## src/hdl/lrli_pkg.sv

```systemverilog
// Package for the line rasteriser: field widths, register indexes,
// sequencer state type. No dependencies.
`default_nettype none
package lrli_pkg;
	localparam int MAX_DIM   = 64;
	localparam int COORD_W   = 6;
	localparam int DIM_W     = 7;
	localparam int IDX_W     = 12;
	localparam int COL_W     = 8;
	localparam int CFG_IDX_W = 3;
	localparam int CFG_DAT_W = 7;
	localparam int PROD_W    = 2 * DIM_W;
	localparam int ERR_W     = 9;
	localparam int E2_W      = ERR_W + 1;

	// Register indexes on the configuration channel
	localparam logic [CFG_IDX_W-1:0] REG_MATRIX_WIDTH  = 3'd0;
	localparam logic [CFG_IDX_W-1:0] REG_MATRIX_HEIGHT = 3'd1;
	localparam logic [CFG_IDX_W-1:0] REG_COLUMN_MAJOR  = 3'd2;
	localparam logic [CFG_IDX_W-1:0] REG_SERPENTINE    = 3'd3;
	localparam logic [CFG_IDX_W-1:0] REG_ORIGIN_CORNER = 3'd4;
	localparam logic [CFG_IDX_W-1:0] REG_STRIP_REV     = 3'd5;

	localparam logic [DIM_W-1:0] DIM_RESET = 7'd8;

	typedef enum logic [1:0] {
		ST_IDLE,
		ST_SETUP,
		ST_WALK
	} state_t;
endpackage
`default_nettype wire

```

## src/hdl/lrli_ifs.sv

```systemverilog
// Channel interfaces of the line rasteriser: line input, LED point output,
// configuration write. Depends on lrli_pkg.
`default_nettype none
interface line_in_if;
	import lrli_pkg::*;
	logic               valid;
	logic               ready;
	logic [COORD_W-1:0] start_x;
	logic [COORD_W-1:0] start_y;
	logic [COORD_W-1:0] end_x;
	logic [COORD_W-1:0] end_y;
	logic [COL_W-1:0]   red;
	logic [COL_W-1:0]   green;
	logic [COL_W-1:0]   blue;
	modport source (output valid, start_x, start_y, end_x, end_y, red, green, blue,
		input ready);
	modport sink (input valid, start_x, start_y, end_x, end_y, red, green, blue,
		output ready);
endinterface

interface led_out_if;
	import lrli_pkg::*;
	logic             valid;
	logic             ready;
	logic [IDX_W-1:0] led_index;
	logic             in_bounds;
	logic [COL_W-1:0] out_red;
	logic [COL_W-1:0] out_green;
	logic [COL_W-1:0] out_blue;
	logic             last_point;
	modport source (output valid, led_index, in_bounds, out_red, out_green, out_blue,
		last_point, input ready);
	modport sink (input valid, led_index, in_bounds, out_red, out_green, out_blue,
		last_point, output ready);
endinterface

interface cfg_wr_if;
	import lrli_pkg::*;
	logic                 valid;
	logic                 ready;
	logic [CFG_IDX_W-1:0] index;
	logic [CFG_DAT_W-1:0] data;
	modport source (output valid, index, data, input ready);
	modport sink (input valid, index, data, output ready);
endinterface
`default_nettype wire

```

## src/hdl/line_raster_to_led_index.sv

```systemverilog
// Top level: Bresenham line walker with LED strip index mapping.
// Depends on lrli_pkg and the channel interfaces in lrli_ifs.sv.
//
// Usage
//  line_in : one beat holds two endpoints and a colour. Taken only when the
//            sequencer is idle; ready stays low until the last point of the
//            current line has been loaded into the output register.
//  led_out : one beat per point of the line, in walking order, last_point on
//            the final one. Points outside the matrix come out with
//            in_bounds low and index and colour zero.
//  cfg     : register writes, always ready. Write only while idle.
// Sequence
//  Accept -> a setup state (shared multiplier forms width*height-1), then
//  one point per cycle unless the receiver stalls, through the same
//  multiplier (row or column * span). A line has N points (N =
//  max(|dx|,|dy|)+1, at most 64); the sequencer returns to idle once the
//  last point is loaded, then takes the next line. The first point passes
//  the setup and walk states into the output register. A stalled receiver
//  freezes the walker: the output register holds its beat until it is taken.
// Reset
//  arst_n clears the sequencer to idle, empties the output register and
//  restores the registers to 8x8, row-major, top-left origin, no serpentine,
//  no strip reversal.
`default_nettype none
module line_raster_to_led_index (
	input  wire logic  clk,
	input  wire logic  arst_n,
	line_in_if.sink    line_in,
	led_out_if.source  led_out,
	cfg_wr_if.sink     cfg
);
	import lrli_pkg::*;

	// configuration registers
	logic [DIM_W-1:0] width_q, height_q;
	logic             col_major_q, serp_q, strip_rev_q;
	logic [1:0]       origin_q;

	// sequencer and walker
	state_t                    state_q, state_d;
	logic [COORD_W-1:0]        x_q, y_q, x1_q, y1_q;
	logic [COORD_W-1:0]        dx_q;
	logic signed [DIM_W-1:0]   dy_q;
	logic                      sx_q, sy_q;
	logic signed [ERR_W-1:0]   err_q;
	logic [COL_W-1:0]          red_q, green_q, blue_q;
	logic [IDX_W-1:0]          whm1_q;

	// output register
	logic             out_valid_q;
	logic [IDX_W-1:0] out_idx_q;
	logic             out_inb_q, out_last_q;
	logic [COL_W-1:0] out_r_q, out_g_q, out_b_q;

	// combinational
	logic [DIM_W-1:0]        w_sat, h_sat, px, py, line_no, span, other, pos;
	logic [DIM_W-1:0]        mul_a, mul_b;
	logic [PROD_W-1:0]       prod;
	logic [IDX_W-1:0]        lin_fwd, lin;
	logic                    inb, at_end, load, accept;
	logic signed [E2_W-1:0]  e2;
	logic                    step_x, step_y;
	logic signed [ERR_W-1:0] err_d;
	logic [COORD_W-1:0]      adx, ady;

	// ---------------- configuration ----------------
	assign cfg.ready = 1'b1;

	always_ff @(posedge clk or negedge arst_n) begin
		if (!arst_n) begin
			width_q     <= DIM_RESET;
			height_q    <= DIM_RESET;
			col_major_q <= 1'b0;
			serp_q      <= 1'b0;
			origin_q    <= 2'd0;
			strip_rev_q <= 1'b0;
		end else if (cfg.valid) begin
			unique case (cfg.index)
				REG_MATRIX_WIDTH:  width_q     <= cfg.data;
				REG_MATRIX_HEIGHT: height_q    <= cfg.data;
				REG_COLUMN_MAJOR:  col_major_q <= cfg.data[0];
				REG_SERPENTINE:    serp_q      <= cfg.data[0];
				REG_ORIGIN_CORNER: origin_q    <= cfg.data[1:0];
				REG_STRIP_REV:     strip_rev_q <= cfg.data[0];
				default: ; // unused indexes ignored
			endcase
		end
	end

	// ---------------- handshakes ----------------
	assign line_in.ready = (state_q == ST_IDLE);
	assign accept        = line_in.valid && line_in.ready;
	// a point is formed only when the output register is free or being emptied
	assign load = (state_q == ST_WALK) && (!out_valid_q || led_out.ready);

	// ---------------- point mapping ----------------
	always_comb begin
		w_sat = (width_q > DIM_W'(MAX_DIM))  ? DIM_W'(MAX_DIM) : width_q;
		h_sat = (height_q > DIM_W'(MAX_DIM)) ? DIM_W'(MAX_DIM) : height_q;
		inb   = ({1'b0, x_q} < w_sat) && ({1'b0, y_q} < h_sat);
		// origin flips: bit 0 mirrors x, bit 1 mirrors y
		px = origin_q[0] ? (w_sat - 7'd1 - {1'b0, x_q}) : {1'b0, x_q};
		py = origin_q[1] ? (h_sat - 7'd1 - {1'b0, y_q}) : {1'b0, y_q};
		line_no = col_major_q ? px : py;
		span    = col_major_q ? h_sat : w_sat;
		other   = col_major_q ? py : px;
		pos     = (serp_q && line_no[0]) ? (span - 7'd1 - other) : other;
		// the one multiplier: width*height at setup, line*span while walking
		mul_a = (state_q == ST_SETUP) ? w_sat : line_no;
		mul_b = (state_q == ST_SETUP) ? h_sat : span;
		prod  = PROD_W'(mul_a) * PROD_W'(mul_b);
		lin_fwd = prod[IDX_W-1:0] + IDX_W'(pos);
		lin     = strip_rev_q ? (whm1_q - lin_fwd) : lin_fwd;
		at_end  = (x_q == x1_q) && (y_q == y1_q);
	end

	// ---------------- Bresenham step ----------------
	always_comb begin
		e2     = {err_q, 1'b0};
		step_x = e2 >= E2_W'(dy_q);
		step_y = e2 <= $signed({{(E2_W-COORD_W){1'b0}}, dx_q});
		err_d  = err_q
			+ (step_x ? ERR_W'(dy_q) : ERR_W'(0))
			+ (step_y ? $signed({{(ERR_W-COORD_W){1'b0}}, dx_q}) : ERR_W'(0));
		adx = (line_in.end_x > line_in.start_x) ? (line_in.end_x - line_in.start_x)
			: (line_in.start_x - line_in.end_x);
		ady = (line_in.end_y > line_in.start_y) ? (line_in.end_y - line_in.start_y)
			: (line_in.start_y - line_in.end_y);
	end

	// ---------------- sequencer ----------------
	always_ff @(posedge clk or negedge arst_n) begin
		if (!arst_n) begin
			state_q <= ST_IDLE;
		end else begin
			state_q <= state_d;
		end
	end

	always_comb begin
		state_d = state_q;
		unique case (state_q)
			ST_IDLE:  if (accept) state_d = ST_SETUP;
			ST_SETUP: state_d = ST_WALK;
			ST_WALK:  if (load && at_end) state_d = ST_IDLE;
			default:  state_d = ST_IDLE;
		endcase
	end

	// walker datapath; no reset needed
	always_ff @(posedge clk) begin
		if (accept) begin
			x_q     <= line_in.start_x;
			y_q     <= line_in.start_y;
			x1_q    <= line_in.end_x;
			y1_q    <= line_in.end_y;
			dx_q    <= adx;
			dy_q    <= -$signed({1'b0, ady});
			sx_q    <= line_in.start_x < line_in.end_x;
			sy_q    <= line_in.start_y < line_in.end_y;
			err_q   <= $signed({{(ERR_W-COORD_W){1'b0}}, adx})
				- $signed({{(ERR_W-COORD_W){1'b0}}, ady});
			red_q   <= line_in.red;
			green_q <= line_in.green;
			blue_q  <= line_in.blue;
		end
		if (state_q == ST_SETUP) begin
			whm1_q <= prod[IDX_W-1:0] - IDX_W'(1);
		end
		if (load && !at_end) begin
			err_q <= err_d;
			if (step_x) x_q <= sx_q ? (x_q + 6'd1) : (x_q - 6'd1);
			if (step_y) y_q <= sy_q ? (y_q + 6'd1) : (y_q - 6'd1);
		end
	end

	// ---------------- output register ----------------
	always_ff @(posedge clk or negedge arst_n) begin
		if (!arst_n) begin
			out_valid_q <= 1'b0;
		end else if (load) begin
			out_valid_q <= 1'b1;
		end else if (led_out.ready) begin
			out_valid_q <= 1'b0;
		end
	end

	always_ff @(posedge clk) begin
		if (load) begin
			out_idx_q  <= inb ? lin : '0;
			out_inb_q  <= inb;
			out_r_q    <= inb ? red_q   : '0;
			out_g_q    <= inb ? green_q : '0;
			out_b_q    <= inb ? blue_q  : '0;
			out_last_q <= at_end;
		end
	end

	assign led_out.valid      = out_valid_q;
	assign led_out.led_index  = out_idx_q;
	assign led_out.in_bounds  = out_inb_q;
	assign led_out.out_red    = out_r_q;
	assign led_out.out_green  = out_g_q;
	assign led_out.out_blue   = out_b_q;
	assign led_out.last_point = out_last_q;

	// ---------------- assertions ----------------
	a_accept_setup: assert property (@(posedge clk) disable iff (!arst_n)
		accept |=> state_q == ST_SETUP)
		else $error("line beat taken but sequencer not in setup");

	a_oob_zero: assert property (@(posedge clk) disable iff (!arst_n)
		(out_valid_q && !out_inb_q) |-> (out_idx_q == '0 && out_r_q == '0
			&& out_g_q == '0 && out_b_q == '0))
		else $error("out-of-bounds beat carries non-zero payload");

	a_last_ends: assert property (@(posedge clk) disable iff (!arst_n)
		(load && at_end) |=> (state_q == ST_IDLE && out_last_q && out_valid_q))
		else $error("final point did not end the walk");

	a_walk_needs_room: assert property (@(posedge clk) disable iff (!arst_n)
		(state_q == ST_WALK && out_valid_q && !led_out.ready) |=> $stable(x_q)
			&& $stable(y_q))
		else $error("walker stepped while output stalled");
endmodule
`default_nettype wire

```

## src/flat_wrapper.sv

```systemverilog
// flat-port wrapper written by rule: the top's interface ports become plain ports
module line_raster_to_led_index_flat import lrli_pkg::*;
  (clk, arst_n, line_in_valid, line_in_start_x, line_in_start_y, line_in_end_x, line_in_end_y, line_in_red, line_in_green, line_in_blue, line_in_ready, led_out_valid, led_out_led_index, led_out_in_bounds, led_out_out_red, led_out_out_green, led_out_out_blue, led_out_last_point, led_out_ready, cfg_valid, cfg_index, cfg_data, cfg_ready);
  line_in_if line_in_i ();
  led_out_if led_out_i ();
  cfg_wr_if cfg_i ();
  input  wire logic clk;
  input  wire logic arst_n;
  input wire logic [$bits(line_in_i.valid)-1:0] line_in_valid;
  input wire logic [$bits(line_in_i.start_x)-1:0] line_in_start_x;
  input wire logic [$bits(line_in_i.start_y)-1:0] line_in_start_y;
  input wire logic [$bits(line_in_i.end_x)-1:0] line_in_end_x;
  input wire logic [$bits(line_in_i.end_y)-1:0] line_in_end_y;
  input wire logic [$bits(line_in_i.red)-1:0] line_in_red;
  input wire logic [$bits(line_in_i.green)-1:0] line_in_green;
  input wire logic [$bits(line_in_i.blue)-1:0] line_in_blue;
  output wire logic [$bits(line_in_i.ready)-1:0] line_in_ready;
  output wire logic [$bits(led_out_i.valid)-1:0] led_out_valid;
  output wire logic [$bits(led_out_i.led_index)-1:0] led_out_led_index;
  output wire logic [$bits(led_out_i.in_bounds)-1:0] led_out_in_bounds;
  output wire logic [$bits(led_out_i.out_red)-1:0] led_out_out_red;
  output wire logic [$bits(led_out_i.out_green)-1:0] led_out_out_green;
  output wire logic [$bits(led_out_i.out_blue)-1:0] led_out_out_blue;
  output wire logic [$bits(led_out_i.last_point)-1:0] led_out_last_point;
  input wire logic [$bits(led_out_i.ready)-1:0] led_out_ready;
  input wire logic [$bits(cfg_i.valid)-1:0] cfg_valid;
  input wire logic [$bits(cfg_i.index)-1:0] cfg_index;
  input wire logic [$bits(cfg_i.data)-1:0] cfg_data;
  output wire logic [$bits(cfg_i.ready)-1:0] cfg_ready;
  assign line_in_i.valid = line_in_valid;
  assign line_in_i.start_x = line_in_start_x;
  assign line_in_i.start_y = line_in_start_y;
  assign line_in_i.end_x = line_in_end_x;
  assign line_in_i.end_y = line_in_end_y;
  assign line_in_i.red = line_in_red;
  assign line_in_i.green = line_in_green;
  assign line_in_i.blue = line_in_blue;
  assign line_in_ready = line_in_i.ready;
  assign led_out_valid = led_out_i.valid;
  assign led_out_led_index = led_out_i.led_index;
  assign led_out_in_bounds = led_out_i.in_bounds;
  assign led_out_out_red = led_out_i.out_red;
  assign led_out_out_green = led_out_i.out_green;
  assign led_out_out_blue = led_out_i.out_blue;
  assign led_out_last_point = led_out_i.last_point;
  assign led_out_i.ready = led_out_ready;
  assign cfg_i.valid = cfg_valid;
  assign cfg_i.index = cfg_index;
  assign cfg_i.data = cfg_data;
  assign cfg_ready = cfg_i.ready;
  line_raster_to_led_index u_core (.clk(clk), .arst_n(arst_n), .line_in(line_in_i), .led_out(led_out_i), .cfg(cfg_i));
endmodule
```

## config.mk

```make
export PLATFORM = sky130hd
export DESIGN_NAME = line_raster_to_led_index_flat
export DESIGN_NICKNAME = d
export VERILOG_FILES = /design/src/hdl/lrli_pkg.sv /design/src/hdl/lrli_ifs.sv /design/src/hdl/line_raster_to_led_index.sv /design/src/flat_wrapper.sv
export SDC_FILE = /design/constraint.sdc
export NUM_CORES = 1
export LEC_CHECK = 0
export BUFFER_PORTS_ARGS = -buffer_cell sky130_fd_sc_hd__buf_2
export CORE_MARGIN = 3
export CORE_UTILIZATION = 25
export DETAILED_ROUTE_END_ITERATION = 12
export RECOVER_POWER = 50
export REMOVE_ABC_BUFFERS = 1
export SLEW_MARGIN = 20
export SYNTH_ARGS = -nofsm -noshare
export SYNTH_HDL_FRONTEND = slang
export SYNTH_SLANG_ARGS = --single-unit
```

## constraint.sdc

```tcl
create_clock -name clk -period 18.35 [get_ports clk]
set_input_delay 1.835 -clock clk [delete_from_list [all_inputs] [get_ports clk]]
set_output_delay 1.835 -clock clk [all_outputs]
set_load 0.005 [all_outputs]
```

======== Word-level counts from Yosys, hierarchy flattened ========
Cells that the tools add are included.
operators by class
  add/subtract/negate cells ............... 21
  multipliers ............................. 1
  $lt $le $gt $ge ......................... 10
  equal/unequal tests ..................... 11
  mux-type cells .......................... 30
  reduce and logical (&&, ||, !) cells .... 21
operators with widths
  cell                                                                  number
  7-bit two-way mux                                                     10
  6-bit two-way mux                                                     11
  9-bit two-way mux                                                     3
  6-bit subtractor                                                      4
  7-bit by 1-bit subtractor with 7-bit output, second input constant    3
  9-bit adder                                                           2
  7-bit greater-than comparator, second input constant                  2
  6-bit by 7-bit less-than comparator with 1-bit output                 2
  2-bit AND reduction                                                   7
  7-bit by 6-bit subtractor with 7-bit output                           2
  12-bit by 7-bit adder with 12-bit output                              1
  6-bit by 1-bit adder with 6-bit output, second input constant         2
  6-bit == test                                                         2
  6-bit greater-than comparator                                         2
  6-bit less-than comparator                                            2
  7-bit by 7-bit multiplier with 12-bit output                          1
  12-bit two-way mux                                                    1
  12-bit by 1-bit subtractor with 12-bit output, second input constant  1
  12-bit subtractor                                                     1
  6-bit by 1-bit subtractor with 6-bit output, second input constant    2
  10-bit by 7-bit greater-or-equal comparator with 1-bit output         1
  10-bit by 7-bit <= comparator with 1-bit output                       1
  1-bit logical AND                                                     7
  6-bit negator with 7-bit output                                       1
  16 further kinds                                                      23
word-level totals
  register bits after elaboration ......... 144
  input port bits ......................... 63
  output and inout port bits .............. 41
  logic and storage cells ................. 121

======== Longest topological paths before layout ========
  depth in word-level cells ............... 11
  gate-level depth with buffers ........... 35
  mapped depth without buffers ............ 34

======== Worst setup path before layout ========
No wires, ideal clock.
  path kind ............................... flip-flop to flip-flop
  start ................................... register u_core.height_q[6]
  end ..................................... register u_core.out_idx_q[11], in the netlist u_core.led_out.led_index[11], data pin
  setup time .............................. 266 ps
  arrival time ............................ 7543 ps
  required time ........................... 18084 ps
  path slack .............................. 10541 ps
  stages on the path, launching flop included .. 33
  buffers on the path ..................... 1
  period minus slack after synthesis ...... 7809 ps
  cells stage by stage .................... dfrtp_1 buf_2 nor2b_1 ha_1 a211o_1 a21oi_1 nor4b_1 nor3b_1 a21oi_1 a21oi_1 nor2_1 fa_1 inv_1 fa_1 inv_1 fa_1 inv_1 fa_1 inv_1 ha_1 xnor2_1 ha_1 or3_1 o211ai_1 xor2_1 ha_1 nand2_1 o41ai_1 maj3_2 a21oi_2 xnor2_2 nor3_1 nor3b_2
between the ends
  longest elaborated chain between the ends .. 11
  elaborated cells between the ends (all ways) .. 20
  those cells by class .................... 6 x add/sub; 1 x mul; 2 x order compare; 9 x mux; 2 x reduce/logical
RTL lines
  item                                                                                      RTL line                                                          source
  from (decl)                                                                               line_raster_to_led_index.sv:35                                    logic [DIM_W-1:0] width_q, height_q;
  from (signal assigned)                                                                    line_raster_to_led_index.sv:80                                    REG_MATRIX_HEIGHT: height_q <= cfg.data;
  7-bit greater-than comparator                                                             line_raster_to_led_index.sv:99                                    h_sat = (height_q > DIM_W'(MAX_DIM)) ? DIM_W'(MAX_DIM) : height_q;
  7-bit two-way mux (*)                                                                     line_raster_to_led_index.sv:99
  7-bit by 1-bit subtractor with 7-bit output                                               line_raster_to_led_index.sv:103                                   py = origin_q[1] ? (h_sat - 7'd1 - {1'b0, y_q}) : {1'b0, y_q};
  7-bit by 6-bit subtractor with 7-bit output                                               line_raster_to_led_index.sv:103
  7-bit two-way mux                                                                         line_raster_to_led_index.sv:103
  7-bit two-way mux (on tied branches)                                                      line_raster_to_led_index.sv:104, line_raster_to_led_index.sv:106
  7-bit two-way mux (tied with other cells)                                                 line_raster_to_led_index.sv:109                                   mul_a = (state_q == ST_SETUP) ? w_sat : line_no;
  7-bit by 7-bit multiplier with 12-bit output / 7-bit two-way mux (equally long branches)  line_raster_to_led_index.sv:111, line_raster_to_led_index.sv:107
  12-bit by 7-bit adder with 12-bit output                                                  line_raster_to_led_index.sv:112                                   lin_fwd = prod[IDX_W-1:0] + IDX_W'(pos);
  12-bit subtractor                                                                         line_raster_to_led_index.sv:113                                   lin = strip_rev_q ? (whm1_q - lin_fwd) : lin_fwd;
  12-bit two-way mux                                                                        line_raster_to_led_index.sv:113
  to (signal assigned)                                                                      line_raster_to_led_index.sv:190                                   out_idx_q <= inb ? lin : '0;
  to (decl)                                                                                 line_raster_to_led_index.sv:51                                    logic [IDX_W-1:0] out_idx_q;
Mark *: on every way between the ends. The rest lies on a longest branch, timed or not.
A chain may end at the register's enable or synchronous reset.

======== Worst setup path after layout ========
Same ends and word-level chain as after synthesis.

==> results.json <==
{
  "dr.pass1.iters": 5,
  "dp_hpwl_um": 22300,
  "fp-row-count": 78,
  "fmax_mhz": 114,
  "grt_setup_unrepaired": "false",
  "worst_pin_slew_ps": 2200,
  "fin_setup_tns_ps": 0,
  "syn_area_per_cell_um2": 9.94,
  "ios": 104,
  "area_growth_pct": 14.6,
  "die_area_mm2": 0.0498,
  "min_path_type": "reg -> reg",
  "synth_edf_count": 110,
  "finClkSkew_ps": 10.3,
  "hold_violations": 0,
  "fin_ws_ps": 9600,
  "worstSkewPairLatency_ps": 440,
  "synthArstFlopShare_pct": 15.3,
  "start_util_pct": 25.6,
  "cts_buffers": 17,
  "final_common_cell": "inv_1",
  "via_count": 8558,
  "postRouteAntennaNets": 0,
  "crit_required_ps": 18540,
  "cp.arrival_ps": 8950,
  "die_w_um": 223,
  "drive_gt1_share_pct": 13.0,
  "cts.reportedPaths.clkPinSlew_ps": 70,
  "htree_levels": 4,
  "synth_cells": 1186,
  "cpMaxStageDelayCell": "dfrtp_1",
  "place_congestion": 0.848,
  "yosys_register_bits": 144,
  "start_kind": "flip-flop",
  "fillers": 4774,
  "instances_no_fill": 1898,
  "clock-sinks": 144,
  "layout.nets": 1525,
  "fin_crit_ps": 8750,
  "max_stage_delay_ps": 550,
  "final_cell_mix": "inv_1, ha_1, edfxtp_1",
  "syn_area_mm2": 0.0118,
  "violations": "max-capacitance violations, max-slew violations",
  "multi_input_area_mm2": 0.00702,
  "critPathKind": "reg -> reg",
  "wl_um": 27600,
  "cts_root_buf": "clkbuf_16",
  "status": "finished with violations",
  "clock_path_buffers": 2,
  "antennaDiodeCount": 0,
  "drv_cap": 1,
  "synth_warnings": 0,
  "cts_setup_buffers": 0,
  "critPathMaxFanout": 16,
  "port_buffers": 102,
  "synthDistinctLibCells": 74,
  "setup_viol": 0,
  "synth_flop_cell": "edfxtp_1",
  "place_ws_ps": 9680,
  "finalCritPeriodShare_pct": 47.7,
  "core_mm2": 0.0460,
  "gr-usage-all-layers_pct": 11.2,
  "avgRoutedWirePerCell_um": 14.5,
  "seq_area_frac_synth_pct": 34.8,
  "drc": 0,
  "drt_iter0_drc": 442,
  "antenna_found_initial": 2,
  "seqCellArea_mm2": 0.00410,
  "fp.dieH_um": 223,
  "grt_pass1_wl_um": 45100,
  "grt.overflow.total": 0,
  "grt_max_degree": 52,
  "grt_pass1_vias": 8673,
  "hold_buffers": 0,
  "dpl.cell_count": 1866,
  "post_cts_resized": 0,
  "via_per_inst": 4.51,
  "endpoint_kind": "flip-flop",
  "cts_tree": "built",
  "drv_slew": 40,
  "slew_headroom_pct": -46.8,
  "whs_ps": 511
}
-- path summary, 6_finish.rpt --
| kind | from | endpoint | slack, ps | cells past startpoint |
|---|---|---|---|---|
| setup / recovery | u_core.height_q[6] | u_core.led_out.led_index[11] | 9600 | 30 |
| hold / removal | u_core.height_q[4] | u_core.height_q[4] | 510 | 1 |
| setup reg to reg | u_core.height_q[6] | u_core.led_out.led_index[11] | 9600 | 30 |
| hold reg to reg | u_core.height_q[4] | u_core.height_q[4] | 510 | 1 |
| max in group asynchronous | arst_n | u_core.state_q[1] | 15800 | 1 |
| min in group asynchronous | arst_n | u_core.height_q[6] | 1720 | 1 |
-- flip-flops by register name (all words and copies together) (netlist names), 7 cells and up --
name and count:
u_core.blue_q 8, u_core.dy_q 7, u_core.err_q 9, u_core.green_q 8, u_core.height_q 7, u_core.led_out.led_index 12, u_core.led_out.out_blue 8, u_core.led_out.out_green 8
u_core.led_out.out_red 8, u_core.red_q 8, u_core.whm1_q 12, u_core.width_q 7
-- cell type report --
type	count	area share, %
Multi-Input combinational cell	866	52.0
Sequential cell	144	30.3
Tap cell	600	5.56
Inverter	150	4.17
Timing Repair Buffer	106	3.74
Clock buffer	17	3.15
Clock inverter	15	1.04
-- cell families (layout without fill, tap and decap cells) --
logic type | Yosys count | count (layout) | share of synthesized area (%)
AND/OR/NAND/NOR | 314 | 314 | 13.8
other | 1 | 1 | 0.0318
buffers and inverters | 176 | 288 | 5.71
flip-flops | 144 | 144 | 34.8
adder cells (fa/ha/maj) | 179 | 179 | 21.7
XOR/XNOR | 94 | 94 | 7.40
multiplexers | 47 | 47 | 4.20
AO/OA/AOI/OAI | 231 | 231 | 12.4
-- per-stage QoR --
| stage | util [%] | area (um2) |
|---|---|---|
| finish | 29.4 | 13500 |
| global route | 29.4 | 13500 |
| CTS | 29.5 | 13500 |
| detailed placement | 28.2 | 13000 |
| global placement | 28.2 | 13000 |
| floorplan | - | 11700 |
-- critical path, delay by kind of cell, from the launching register on --
kind / cells / cell delay [ps]
AOI/OAI and AO/OA: 8 / 2120
xor gates and xnor gates: 3 / 640
adders and majority gates: 9 / 3790
buffers and inverters: 4 / 200
DFF: 1 / 550
and+or+nand+nor: 6 / 1210
-- synth_stat cells (8+ instances only) --
cell | count | area share (%)
nor3_1 | 12 | 0.51
ha_1 | 135 | 14
mux2i_1 | 27 | 2.3
fa_1 | 42 | 7.1
and2_1 | 28 | 1.5
nand2b_1 | 27 | 1.4
nand2_1 | 58 | 1.8
xnor2_1 | 55 | 4.1
o21bai_1 | 14 | 0.89
o21ai_1 | 8 | 0.34
dfrtp_1 | 20 | 4.2
dfxtp_1 | 12 | 2.0
edfxtp_1 | 110 | 28
a211oi_1 | 12 | 0.76
xor2_1 | 34 | 2.5
nor2b_1 | 19 | 1.0
o21ai_0 | 52 | 2.2
nand3_1 | 22 | 0.93
o21a_1 | 9 | 0.57
or2_2 | 11 | 0.58
clkbuf_1 | 17 | 0.54
a21oi_1 | 73 | 3.1
o22ai_1 | 8 | 0.42
a21o_1 | 21 | 1.3
inv_1 | 150 | 4.8
mux2_2 | 20 | 1.9
nor2_1 | 95 | 3.0
-- layer usage --
layer,track usage [%],vias up,wire length [um]
met5,0,-,11
met4,3.28,2,403
met3,2.55,28,1370
met2,18.6,176,12700
met1,14.7,4055,13100
li1,-,4297,-
Power is left out: the tool's default activity adds up to more than one toggle a clock period on the data nets, which glitch-free logic cannot reach.
